==> config.mk <==
export PLATFORM = sky130hd
export DESIGN_NAME = ppp_div_cell
export DESIGN_NICKNAME = d
export VERILOG_FILES = /design/src/hdl/ppp_div_cell.sv
export SDC_FILE = /design/constraint.sdc
export NUM_CORES = 1
export LEC_CHECK = 0
export ABC_AREA = 1
export ABC_CLOCK_PERIOD_IN_PS = 3520
export BUFFER_PORTS_ARGS = -buffer_cell sky130_fd_sc_hd__buf_2
export CORE_AREA = 10 10 355 357
export CTS_BUF_LIST = sky130_fd_sc_hd__clkbuf_8 sky130_fd_sc_hd__clkbuf_16
export DETAILED_ROUTE_END_ITERATION = 7
export DIE_AREA = 0 0 365 367
export GPL_TIMING_DRIVEN = 0
export PLACE_DENSITY = 0.5
export SYNTH_ARGS = -nofsm -noshare
export SYNTH_HDL_FRONTEND = slang
export SYNTH_SLANG_ARGS = --single-unit
export TNS_END_PERCENT = 100
==> constraint.sdc <==
create_clock -name clk -period 3.52 [get_ports clk]
set_clock_uncertainty 0.1 [all_clocks]
set_input_delay 0.704 -clock clk [delete_from_list [all_inputs] [get_ports clk]]
set_output_delay 0.704 -clock clk [all_outputs]
set_load 0.01 [all_outputs]
==> src/hdl/ppp_div_cell.sv <==
`default_nettype none
// One restoring division step for two numerators sharing a divisor.
// Each cell registers its outputs, so the row of cells forms a pipeline.
module ppp_div_cell #(
  parameter int NW = 64,
  parameter int DW = 64,
  parameter int SW = 8
) (
  input  wire logic          clk,
  input  wire logic          rst,
  input  wire logic          en,
  input  wire logic          in_vld,
  input  wire logic [DW:0]   in_r1,
  input  wire logic [DW:0]   in_r2,
  input  wire logic [NW-1:0] in_n1,
  input  wire logic [NW-1:0] in_n2,
  input  wire logic [NW-1:0] in_q1,
  input  wire logic [NW-1:0] in_q2,
  input  wire logic [DW-1:0] in_d,
  input  wire logic [SW-1:0] in_side,
  output logic               out_vld,
  output logic [DW:0]        out_r1,
  output logic [DW:0]        out_r2,
  output logic [NW-1:0]      out_n1,
  output logic [NW-1:0]      out_n2,
  output logic [NW-1:0]      out_q1,
  output logic [NW-1:0]      out_q2,
  output logic [DW-1:0]      out_d,
  output logic [SW-1:0]      out_side
);
  logic [DW+1:0] t1, t2;
  logic          g1, g2;

  // Shift in the next numerator bit and try the subtraction.
  always_comb begin
    t1 = {in_r1, in_n1[NW-1]};
    t2 = {in_r2, in_n2[NW-1]};
    g1 = t1 >= {2'b00, in_d};
    g2 = t2 >= {2'b00, in_d};
  end

  always_ff @(posedge clk) begin
    if (rst) begin
      out_vld <= 1'b0;
    end else if (en) begin
      out_vld <= in_vld;
    end
    if (en) begin
      out_r1   <= g1 ? (DW+1)'(t1 - {2'b00, in_d}) : (DW+1)'(t1);
      out_r2   <= g2 ? (DW+1)'(t2 - {2'b00, in_d}) : (DW+1)'(t2);
      out_n1   <= {in_n1[NW-2:0], 1'b0};
      out_n2   <= {in_n2[NW-2:0], 1'b0};
      out_q1   <= {in_q1[NW-2:0], g1};
      out_q2   <= {in_q2[NW-2:0], g2};
      out_d    <= in_d;
      out_side <= in_side;
    end
  end
endmodule
`default_nettype wire

* Word level (Yosys, flattened, before mapping)
Index checks and enable logic that the tools add are counted. W data, S select, Z words.
Storage, ports and cells: bits in registers 457, bits of input ports 462, output and inout bits 459, word-level logic and storage cells 15
Operators by class: add/subtract/negate cells 2, $lt $le $gt $ge 2, multiplexer cells 2
Operator list (number):
- $ge A66 B64 Y1 | 2
- $mux W65 | 2
- $sub A65 B64 Y65 | 2

* Longest topological paths before layout
Gate-level depths: netlist (run 1).
depth in word-level cells 2, gate-level depth with buffers 18

* Worst setup path after synthesis (run 1)
Ideal clock, no wire load.
kind input to register, start point input in_n1[63], end point register out_r1[47], data pin, library setup time 0.253 ns, arrival time 2.351 ns, required time 3.167 ns, setup slack 0.816 ns, cell stages on the path 16, cell sequence inv_1 > ha_1 > inv_1 > fa_1 > nand3_1 > nand3_2 > nand2_1 > nand2_2 > nand2_1 > nand2_1 > nand2_1 > nand3_2 > buf_6 > buf_8 > nand2_1 > nand2_1
On the way: longest elaborated chain between the ends 2, elaborated cells between the ends (all ways) 3, those cells by class 1 x add/sub; 1 x order compare; 1 x mux
Ends and longest elaborated chain:
- start, declared | RTL line 15 | input wire logic [NW-1:0] in_n1,
- $ge A66 B64 Y1 | RTL line 38 | g1 = t1 >= {2'b00, in_d};
- named net g1 | RTL line 32 | logic g1, g2;
- $mux W65 | RTL line 49 | out_r1 <= g1 ? (DW+1)'(t1 - {2'b00, in_d}) : (DW+1)'(t1);
- end signal, assigned | RTL line 49
- end, declared | RTL line 22 | output logic [DW:0] out_r1,
The timed path passes the listed nets, and every way through them passes these cells. A chain may end at the register's enable or synchronous reset.

* Worst setup path in the final report (run 1)
start point input in_d[15], end point register out_r1[59], data pin
On the way: longest elaborated chain between the ends 2, elaborated cells between the ends (all ways) 3, those cells by class 1 x add/sub; 1 x order compare; 1 x mux
Ends and longest elaborated chain:
- start, declared | RTL line 19 | input wire logic [DW-1:0] in_d,
- $sub A65 B64 Y65 or $ge A66 B64 Y1 (tied branches) | RTL line 49, 38
- $mux W65 * | RTL line 49
Every way passes the cells marked *; elsewhere a longest branch is shown, timed or not.

==> results of run 1 <==
## metrics by stage
step | instances | total power [W]
final | 6277 | 0.0175
after floorplan | 3677 | 0.00907
after CTS | 6251 | 0.0178
after global routing | 6259 | 0.0183
after global placement | 6141 | 0.0114
after detailed placement | 6145 | 0.0113
## final cells by class
type / instances / area, sq um
Antenna cell: 26 / 65.1
Buffer: 58 / 362
Tap cell: 1548 / 1940
Clock inverter: 46 / 567
Inverter: 773 / 2900
Multi-Input combinational cell: 2389 / 11500
Timing Repair Buffer: 920 / 4700
Sequential cell: 457 / 13700
Clock buffer: 60 / 1470
Fill cell: 13030 / 81800
## per-layer routing
| metal | GRT usage [%] | share of wire (%) | vias to the layer above |
|---|---|---|---|
| met5 | 0 | 0.22 | - |
| met4 | 5.73 | 2.8 | 54 |
| met3 | 5.90 | 7.6 | 221 |
| met2 | 41.8 | 52 | 853 |
| met1 | 23.9 | 37 | 12816 |
| li1 | - | - | 13516 |
## sequential cells by signal, summed over array words and instances (netlist names)
signal	cells
out_d	64
out_vld	1
out_side	8
out_n1	63
out_n2	63
out_r2	65
out_q1	64
out_q2	64
out_r1	65
## cells in the final DEF (no fill, tap or decap), types with 10 or more instances in the layout
| cell type | count |
|---|---|
| buf_2 | 961 |
| nand4_1 | 145 |
| nor3_1 | 21 |
| xor2_1 | 62 |
| nor2_2 | 27 |
| a21oi_1 | 92 |
| and3_1 | 11 |
| bufinv_16 | 10 |
| inv_1 | 740 |
| nand2_2 | 35 |
| nor4_1 | 14 |
| inv_2 | 41 |
| nor2_1 | 177 |
| edfxtp_1 | 456 |
| diode_2 | 26 |
| nand3_1 | 107 |
| nand2_1 | 1528 |
| ha_1 | 128 |
| clkbuf_16 | 57 |
## what timing repair did
| action | in CTS | in global routing |
|---|---|---|
| resized for setup | 1 | 0 |
| endpoints found under the setup margin | 5 | 0 |
| hold endpoints to repair | 0 | 0 |
| buffers inserted | 0 | 0 |
## worst max-delay path by stage
stage / from / endpoint / slack (ns) / depth (start not counted)
CTS: in_d[15] / out_r1[59] / 0.26 / 12
finish: in_d[15] / out_r1[59] / 0.18 / 12
global route: in_d[15] / out_r1[59] / 0.16 / 12
floorplan: in_n1[63] / out_r1[47] / 0.82 / 16
detailed placement: in_d[15] / out_r1[59] / -0.82 / 12
global placement: en / out_r2[10] / -5.94 / 1
## report_power, final
part           internal [W]  switching (W)
logic               0.00134        0.00297
clock network       0.00377        0.00258
registers           0.00667       0.000137
## cells by family after synthesis
kind of cell,Yosys count
other,1
DFF,457
and+or+nand+nor,2092
buffers and inverters,831
xor gates and xnor gates,62
adders and majority gates,130
muxes,1
AOI/OAI and AO/OA,102
## worst max-delay path: cells and delay by family
family                   cells  cell delay, ns
AND/OR/NAND/NOR              7            1.58
buffers and inverters        4            0.90
adder cells (fa/ha/maj)      1            0.39
==> qor.yml, run 1 <==
outcome:
  status: "finished clean"
worst_setup_path:
  cpPeakStageDelay_ns: 0.53
  r2r_start: "out_vld"
  reg2reg_slack_ns: 2.80
  critPathRequiredTime_ns: 3.76
  worst_ep_arrival_time_ns: 3.58
  ff2ff_path_depth: 2
  crit_chain: "buf_2 > inv_1 > ha_1 > nand2_1 > nor2_2 > nand2_1 > nor3b_2 > nand4_1 > buf_2 > buf_2 > nand4_1 > nand2_1"
  worstSetupEndpointType: "register"
  start_kind: "primary input"
  path_max_fanout: 10
  path_class: "in2reg"
  timing.critical_path.slowest_stage_cell: "nor3b_2"
  r2r-end: "out_vld"
grt:
  grt.overflow.total: 0
  grt_start_max_net_pins: 112
  antenna_found_initial: 74
  grt_pass1_wl_mm: 208
  track_usage_pct: 22.1
  grt_pass1_vias: 27128
sta:
  finalMaxSlewViolations: 0
  relSlewSlack_pct: 41.6
  period_share_pct: 94.9
  finalSetupViolCount: 0
  tns_ns: 0
  max_freq_mhz: 299
  worst-slew-pin-transition_ns: 0.873
  min_period_ns: 3.34
  rsz0062_at_grt: "false"
  hold_viol: 0
  setup_slack_ns: 0.179
  fin_hold_ws_ns: 0.0945
route:
  drc: 0
  drt_first_pass_iters: 5
  finalWirelength_mm: 156
  antenna_left: 0
  vias_per_cell: 4.37
  wire_per_inst_um: 24.8
  vias: 27460
  drt_iter0_markers: 1620
clock_network:
  clk_pin_slew_ns: 0.06
  cts_tree: "done"
  root_buffer: "clkbuf_16"
  cts_sinks: 457
  clkLatencyLatePin_ns: 0.66
  ctsHoldBuffers: 0
  h-tree-depth: 2
  cts_made_buffers: 57
  cts_buffer_depth: 3
synthesis:
  synth_top_family_by_area: "simple AND/OR/NAND/NOR gates"
  netlist_instances: 3676
  synth_warnings: 0
  synth-xor-area-share_pct: 1.91
  muxShareOfSynthArea_pct: 0.0352
  synth-seq-cells: 457
  yosys.area_share.simple_pct: 30.8
  avgSynthCellArea_sq_um: 7.73
  synth_cell_types: 36
  synth_ff_type: "edfxtp_1"
  synth_compound_area_share_pct: 1.80
  synth_top_area_share_pct: 48.2
  netlist_area_sq_um: 28400
  synthTopCellsByCount: "nand2_1 (1,528), inv_1 (729), edfxtp_1 (456)"
  synth.most_common_cell: "nand2_1"
  synth_fa_ha_area_share_pct: 5.77
  synth_edf_count: 456
  synth.yosys.seq_area_share_pct: 48.2
  synth_top_area_cell: "edfxtp_1"
  synth-async-reset-ratio_pct: 0
  synth_area_leaders: "edfxtp_1 (48%), nand2_1 (20%), inv_1 (9.6%)"
cells_and_area:
  design_area_sq_um: 37200
  final_util_pct: 31.2
  nets: 5248
  synthToLayoutAreaGrowth_pct: 30.8
  drive_gt1_share_pct: 25.2
floorplanning:
  die-height_um: 367
  coreArea_sq_um: 119000
  initial_utilization_pct: 23.9
  die_area_sq_um: 134000
  rows: 127
  fp.dieW_um: 365
  ioPinCount: 921
run:
  drv_cap: 0
power_and_ir_drop:
  p_leak_nw: 19.8
  p_per_area_nw_per_um2: 470
  peakVddDrop_v: 0.000323
min_path:
  hp-class: "in2reg"
  min_to: "out_vld"
  min_from: "rst"
  holdPathStages: 2
place:
  post-place-ws_ns: -0.820
  gp_congestion: 0.928
  placed_area_sq_um: 35100
  portBuffers: 916
  dp_hpwl_mm: 137
Power figures use the tool's default switching activity.
==> run 2: changes to the inputs <==
--- a/config.mk
+++ b/config.mk
@@ -6,7 +6,6 @@
 export NUM_CORES = 1
 export LEC_CHECK = 0
 export ABC_AREA = 1
-export ABC_CLOCK_PERIOD_IN_PS = 3520
 export BUFFER_PORTS_ARGS = -buffer_cell sky130_fd_sc_hd__buf_2
 export CORE_AREA = 10 10 355 357
 export CTS_BUF_LIST = sky130_fd_sc_hd__clkbuf_8 sky130_fd_sc_hd__clkbuf_16
==> constraint.sdc (replaced) <==
create_clock -name clk -period 3.7 [get_ports clk]
set_clock_uncertainty 0.1 [all_clocks]
set_input_delay 0.74 -clock clk [delete_from_list [all_inputs] [get_ports clk]]
set_output_delay 0.74 -clock clk [all_outputs]
set_load 0.01 [all_outputs]
==> run 2 against run 1 <==
Compared with the run above:
- largest power group unchanged
- sequential share of layout area is the same
- global-route usage is essentially flat
- total power fell by 4.8%
- critical endpoint unchanged
- combinational power down 5.1%
- critical path depth unchanged
- utilization did not move
- clock-buffer cell count unchanged
- clock power shrank 4.7%
- sequential power decreased by 4.9%
- non-clock buffer count unchanged
- register-to-register slack gained 0.19 ns
- worst setup slack better by 0.12 ns
==> qor.yml, run 2 (synthesized netlist as in run 1, its figures left out) <==
route:
  drt_iter0_markers: 1590  # -1.9%
  antenna_left: 0  # unchanged
  wire_per_inst_um: 24.8  # about the same
  vias: 27513  # +0.19%
  finalWirelength_mm: 156  # about the same
  vias_per_cell: 4.38  # +0.19%
  drt_first_pass_iters: 5  # unchanged
  drc: 0  # unchanged
worst_setup_path:
  path_max_fanout: 10  # unchanged
  worst_ep_arrival_time_ns: 3.64  # +0.06 ns
  ff2ff_path_depth: 2  # unchanged
  start_kind: "primary input"
  path_class: "in2reg"
  critPathRequiredTime_ns: 3.94  # +0.18 ns
  worstSetupEndpointType: "register"
cells_and_area:
  final-instance-count-excl-fill: 6277  # unchanged
  design_area_sq_um: 37200  # unchanged
  nets: 5248  # unchanged
  layout.cells.most_common: "nand2_1"
  synthToLayoutAreaGrowth_pct: 30.8  # unchanged
  drive_gt1_share_pct: 25.2  # unchanged
  final_cell_mix: "nand2_1 (1,528), buf_2 (961), inv_1 (740), edfxtp_1 (456), nor2_1 (177)"
  reg_top3: "out_r1 (65), out_r2 (65)"
clock_network:
  cts_resized: 0  # -1
  cts_made_buffers: 57  # unchanged
  h-tree-depth: 2  # unchanged
  cts_sinks: 457  # unchanged
  clkLatencyLatePin_ns: 0.67  # about the same
  ctsHoldBuffers: 0  # unchanged
  cts_buffer_depth: 3  # unchanged
  clk_pin_slew_ns: 0.06  # about the same
  root_buffer: "clkbuf_16"
  cts_tree: "done"
  cts_setup_buffers: 0  # unchanged
grt:
  grt_pass1_vias: 27134  # +0.022%
  antenna_found_initial: 74  # unchanged
  grt_start_max_net_pins: 112  # unchanged
  grt.overflow.total: 0  # unchanged
  track_usage_pct: 22.1  # about the same
  grt_pass1_wl_mm: 208  # about the same
sta:
  hold_viol: 0  # unchanged
  worst-slew-pin-transition_ns: 0.873  # +0.000426 ns
  setup_slack_ns: 0.304  # +0.124 ns
  relSlewSlack_pct: 41.6  # about the same
  max_freq_mhz: 294
  min_period_ns: 3.40
  rsz0062_at_grt: "false"
  finalMaxSlewViolations: 0  # unchanged
  finalSetupViolCount: 0  # unchanged
  period_share_pct: 91.8
floorplanning:
  die_area_sq_um: 134000  # unchanged
  die-height_um: 367  # unchanged
  ioPinCount: 921  # unchanged
  fp.dieW_um: 365  # unchanged
  coreArea_sq_um: 119000  # unchanged
  rows: 127  # unchanged
  initial_utilization_pct: 23.9  # unchanged
min_path:
  holdPathStages: 2  # unchanged
  hp-class: "in2reg"
place:
  post-place-ws_ns: -0.676  # +0.144 ns
  placedCellCount: 6145  # unchanged
  placed_area_sq_um: 35100  # unchanged
  dp_hpwl_mm: 137  # unchanged
  gp_congestion: 0.928  # unchanged
  portBuffers: 916  # unchanged
power_and_ir_drop:
  p_per_area_nw_per_um2: 447  # -4.8%
  p_leak_nw: 19.8  # unchanged
  peakVddDrop_v: 0.000307  # -4.9%
outcome:
  status: "finished clean"
run:
  drv_cap: 0  # unchanged
run 2: critical path, stage by stage:
cell     delay (ns)
buf_2          0.14
inv_1          0.16
ha_1           0.39
nand2_1        0.13
nor2_2         0.22
nand2_1        0.12
nor3b_2        0.54
nand4_1        0.23
buf_2          0.34
buf_2          0.26
nand4_1        0.15
nand2_1        0.19
run 2: per-layer routing:
metal  part of all wire (%)  up-vias  track usage [%]  wire, um
li1                       -    13511                -         -
met1                     37    12864             23.9     57700
met2                     52      868             41.8     81400
met3                    7.6      216             5.90     11800
met4                    2.8       54             5.73      4350
met5                   0.21        -                0       332
run 2: worst paths after layout:
kind                            startpoint         end  slack [ns]
worst max-delay path              in_d[15]  out_r1[59]        0.30
worst min-delay path                   rst     out_vld        0.13
worst max register to register     out_vld     out_vld        2.99
worst min register to register     out_vld     out_vld        0.41
run 2: per-stage QoR:
| step | setup TNS, ns | util (%) | hold slack, ns | power, W |
|---|---|---|---|---|
| final | 0 | 31.2 | 0.128 | 0.0166 |
| after global routing | 0 | 31.2 | 0.0871 | 0.0174 |
| after CTS | 0 | 31.2 | 0.0579 | 0.0169 |
| after detailed placement | -36.48 | 29.5 | 0.407 | 0.0108 |
| after global placement | -2637.00 | 29.4 | 0.374 | 0.0108 |
| after floorplan | 0 | - | 0.428 | 0.00863 |
run 2: area by class of cell:
type | instances | area (sq um)
Clock inverter | 46 | 567
Fill cell | 13031 | 81800
Timing Repair Buffer | 920 | 4700
Clock buffer | 60 | 1470
Sequential cell | 457 | 13700
Buffer | 58 | 362
Inverter | 773 | 2900
Multi-Input combinational cell | 2389 | 11500
Tap cell | 1548 | 1940
Antenna cell | 26 | 65.1
run 2: report_power, final:
group | internal, W | total, W | switching [W] | leakage (nW)
combinational | 0.00128 | 0.00410 | 0.00283 | 14.3
sequential | 0.00634 | 0.00647 | 0.000130 | 4.47
clock | 0.00359 | 0.00605 | 0.00246 | 1.01
total | 0.0112 | 0.0166 | 0.00542 | 19.8
==> run 3: changes to the inputs <==
==> config.mk (replaced) <==
export PLATFORM = sky130hd
export DESIGN_NAME = ppp_div_cell
export DESIGN_NICKNAME = d
export VERILOG_FILES = /design/src/hdl/ppp_div_cell.sv
export SDC_FILE = /design/constraint.sdc
export NUM_CORES = 1
export LEC_CHECK = 0
export BUFFER_PORTS_ARGS = -buffer_cell sky130_fd_sc_hd__buf_2
export CORE_AREA = 10 10 350 352
export CTS_BUF_LIST = sky130_fd_sc_hd__clkbuf_8 sky130_fd_sc_hd__clkbuf_16
export DETAILED_ROUTE_END_ITERATION = 7
export DIE_AREA = 0 0 360 362
export GPL_TIMING_DRIVEN = 0
export PLACE_DENSITY = 0.46
export SYNTH_ARGS = -nofsm -noshare
export SYNTH_HDL_FRONTEND = slang
export SYNTH_SLANG_ARGS = --single-unit
export TNS_END_PERCENT = 100
==> run 3 against run 2 <==
Compared with the run above:
- critical path depth is 1 higher
- clock power is 4.0% lower
- die area shrank 2.7%
- flip-flop and latch count did not move
- design area shrank 12%
- register-to-register slack improved by 0.02 ns
- first-iteration DRC count fell by 20%
- clock-buffer cell count decreased by 1
- maximum frequency is 8.1% lower
- non-clock buffer count increased by 38
- critical path type unchanged
- largest cell class unchanged
- largest power group unchanged
==> qor.yml, run 3 <==
worst_setup_path:
  timing.critical_path.slowest_stage_cell: "nor4b_4"
  path_max_fanout: 10  # unchanged
  critPathRequiredTime_ns: 3.99  # +0.05 ns
  cp.buffers_inverters: 5  # +1
  crit_chain: "buf_2 > inv_1 > ha_1 > nand2_1 > nor3_4 > nor4b_4 > nand2_2 > o311a_1 > o31ai_4 > buf_6 > buf_12 > buf_12 > mux2_2"
  cp_common_cell: "buf_12"
  path_class: "in2reg"
  worstSetupEndpointType: "register"
  worst_ep_arrival_time_ns: 3.99  # +0.35 ns
  cpPeakStageDelay_ns: 0.44  # -0.10 ns
  start_kind: "primary input"
  critPathTopFamily: "simple AND/OR/NAND/NOR gates"
power_and_ir_drop:
  p_sw_w: 0.00498  # -8.2%
  pwr-share-comb_pct: 23.3  # -1.4 points
  netSwitchingFraction_pct: 31.0  # -1.6 points
  pwr-share-clk_pct: 36.2  # -0.2 points
  p_leak_nw: 13.9  # -30%
  p_int_w: 0.0111  # -1.1%
  finalPower_w: 0.0161  # -3.4%
  p_seq_share_pct: 40.5  # +1.6 points
  p_per_area_nw_per_um2: 491  # +9.7%
  peakVddDrop_v: 0.000342  # +11%
place:
  portBuffers: 916  # unchanged
  placedCellCount: 4406  # -28%
  placed_area_sq_um: 29800  # -15%
  dp_hpwl_mm: 109  # -20%
  gp_congestion: 0.907  # -2.3%
route:
  vias_per_cell: 4.49  # +2.5%
  vias: 20407  # -26%
  drt_first_pass_iters: 5  # unchanged
  drc: 0  # unchanged
  drt_iter0_markers: 1273  # -20%
  wire_per_inst_um: 28.6  # +15%
  antenna_left: 0  # unchanged
  finalWirelength_mm: 130  # -16%
sta:
  period_share_pct: 99.9  # +8.1 points
  worst-slew-pin-transition_ns: 0.695  # -0.178 ns
  rsz0062_at_grt: "false"
  max_freq_mhz: 271  # -8.1%
  relSlewSlack_pct: 53.2  # +12 points
  finalSetupViolCount: 0  # unchanged
  tns_ns: 0  # unchanged
  min_period_ns: 3.70  # +0.300 ns
  finalMaxSlewViolations: 0  # unchanged
  hold_viol: 0  # unchanged
grt:
  track_usage_pct: 18.9  # -3.2 points
  grt_pass1_vias: 20467  # -25%
  grt_start_max_net_pins: 121  # +8.0%
  grt_pass1_wl_mm: 172  # -17%
  antenna_found_initial: 87  # +18%
  grt.overflow.total: 0  # unchanged
clock_network:
  cts_tree: "done"
  clkLatencyLatePin_ns: 0.66  # about the same
  clk_pin_slew_ns: 0.06  # about the same
  h-tree-depth: 2  # unchanged
  cts_sinks: 457  # unchanged
  cts_made_buffers: 59  # +3.5%
  cts_buffer_depth: 3  # unchanged
  root_buffer: "clkbuf_16"
synthesis:
  synth_ff_type: "edfxtp_1"
  synth.yosys.seq_area_share_pct: 59.2  # +11 points
  synth_top_area_cell: "edfxtp_1"
  synthTopCellsByCount: "edfxtp_1 (456), a21oi_1 (258), nor2_1 (174)"
  synth_top_area_share_pct: 59.1  # +11 points
  netlist_area_sq_um: 23200  # -19%
  synth-seq-cells: 457  # unchanged
  synth_cell_types: 82  # +130%
  synth_area_leaders: "edfxtp_1 (59%), ha_1 (6.9%), a21oi_1 (5.6%)"
  netlist_instances: 1961  # -47%
  synth.most_common_cell: "edfxtp_1"
  synth_warnings: 0  # unchanged
  synth-async-reset-ratio_pct: 0  # unchanged
  synth_edf_count: 456  # unchanged
  avgSynthCellArea_sq_um: 11.8  # +53%
cells_and_area:
  fill_cells: 12308  # -5.5%
  final-instance-count-excl-fill: 4541  # -28%
  layout.cells.most_common: "buf_2"
  multi_input_area_sq_um: 9220  # -20%
  synthToLayoutAreaGrowth_pct: 41.2
  regArea_sq_um: 13700  # unchanged
  drive_gt1_share_pct: 40.2  # +15 points
  nets: 3554  # -32%
  final_cell_mix: "buf_2 (935), edfxtp_1 (456), a21oi_1 (237), nor2_1 (161), nand2_1 (130)"
  reg_top3: "out_r1 (65), out_r2 (65)"
  design_area_sq_um: 32700  # -12%
outcome:
  status: "finished clean"
floorplanning:
  coreArea_sq_um: 115000  # -3.0%
  rows: 125  # -1.6%
  fp.dieW_um: 360  # -1.4%
  die-height_um: 362  # -1.4%
  ioPinCount: 921  # unchanged
  initial_utilization_pct: 20.1  # -3.8 points
  die_area_sq_um: 130000  # -2.7%
min_path:
  hp-class: "in2reg"
run:
  drv_cap: 0  # unchanged
-- run 3: power by group through the flow --
stage / clock network [W] / logic (W) / registers [W]
2_1_floorplan: 0 / 0.00143 / 0.00691
3_3_place_gp: 0 / 0.00360 / 0.00668
3_5_place_dp: 0 / 0.00360 / 0.00661
4_1_cts: 0.00604 / 0.00377 / 0.00652
5_1_grt: 0.00624 / 0.00402 / 0.00655
6_report: 0.00581 / 0.00374 / 0.00651
-- run 3: worst reg2reg max path: stages (launching register included) --
cell and delay (ns):
dfxtp_1 0.31, mux2i_1 0.12, nor2_1 0.05
-- run 3: cells by family (layout without fill, tap and decap cells) --
logic type	count (synthesis)	after routing	synth area share, %
AOI/OAI and AO/OA	565	565	15.1
and+or+nand+nor	485	485	9.71
DFF	457	457	59.2
buffers and inverters	186	1232	3.51
adders and majority gates	130	130	7.09
xor gates and xnor gates	116	116	4.39
muxes	21	21	1.00
other	1	11	0.0162
-- run 3: what timing repair did --
action                                  CTS  global route
hold endpoints to repair                  0             0
endpoints found under the setup margin  131           118
hold buffers                              0             0
pin swaps                                20            27
resized for setup                       119            36
setup buffers                            15            14
-- run 3: cell type report --
class | count | share of cell area [%]
flip-flops and latches | 457 | 41.9
multi-input cells | 1319 | 28.2
repair buffers | 949 | 15.3
well taps | 1524 | 5.83
clock buffers | 59 | 4.51
plain buffers | 67 | 1.53
clock inverters | 48 | 1.40
inverters | 109 | 1.29
diodes | 9 | 0.0688
-- run 3: path summary, 6_finish.rpt --
kind	cells after the start	slack, ns	from	end
worst max-delay path	13	0.004	in_d[28]	out_r2[61]
worst min-delay path	2	0.14	rst	out_vld
worst max register to register	2	3.01	out_vld	out_vld
worst min register to register	2	0.41	out_vld	out_vld
-- run 3: layer usage --
layer	vias to the layer above	track usage [%]	wire, um
met1	9970	19.6	46200
li1	9328	-	-
met5	-	0	470
met4	76	5.19	4150
met2	801	35.8	68900
met3	232	6.29	10200
-- run 3: stage by stage --
step | utilization [%] | hold WS [ns] | setup slack [ns]
2_1_floorplan | - | 0.428 | 0.0199
3_3_place_gp | 25.7 | 0.379 | -5.93
3_5_place_dp | 25.8 | 0.386 | -2.69
4_1_cts | 28.1 | 0.0725 | -0.0381
5_1_grt | 28.3 | 0.0980 | 0.00194
6_report | 28.3 | 0.135 | 0.00389
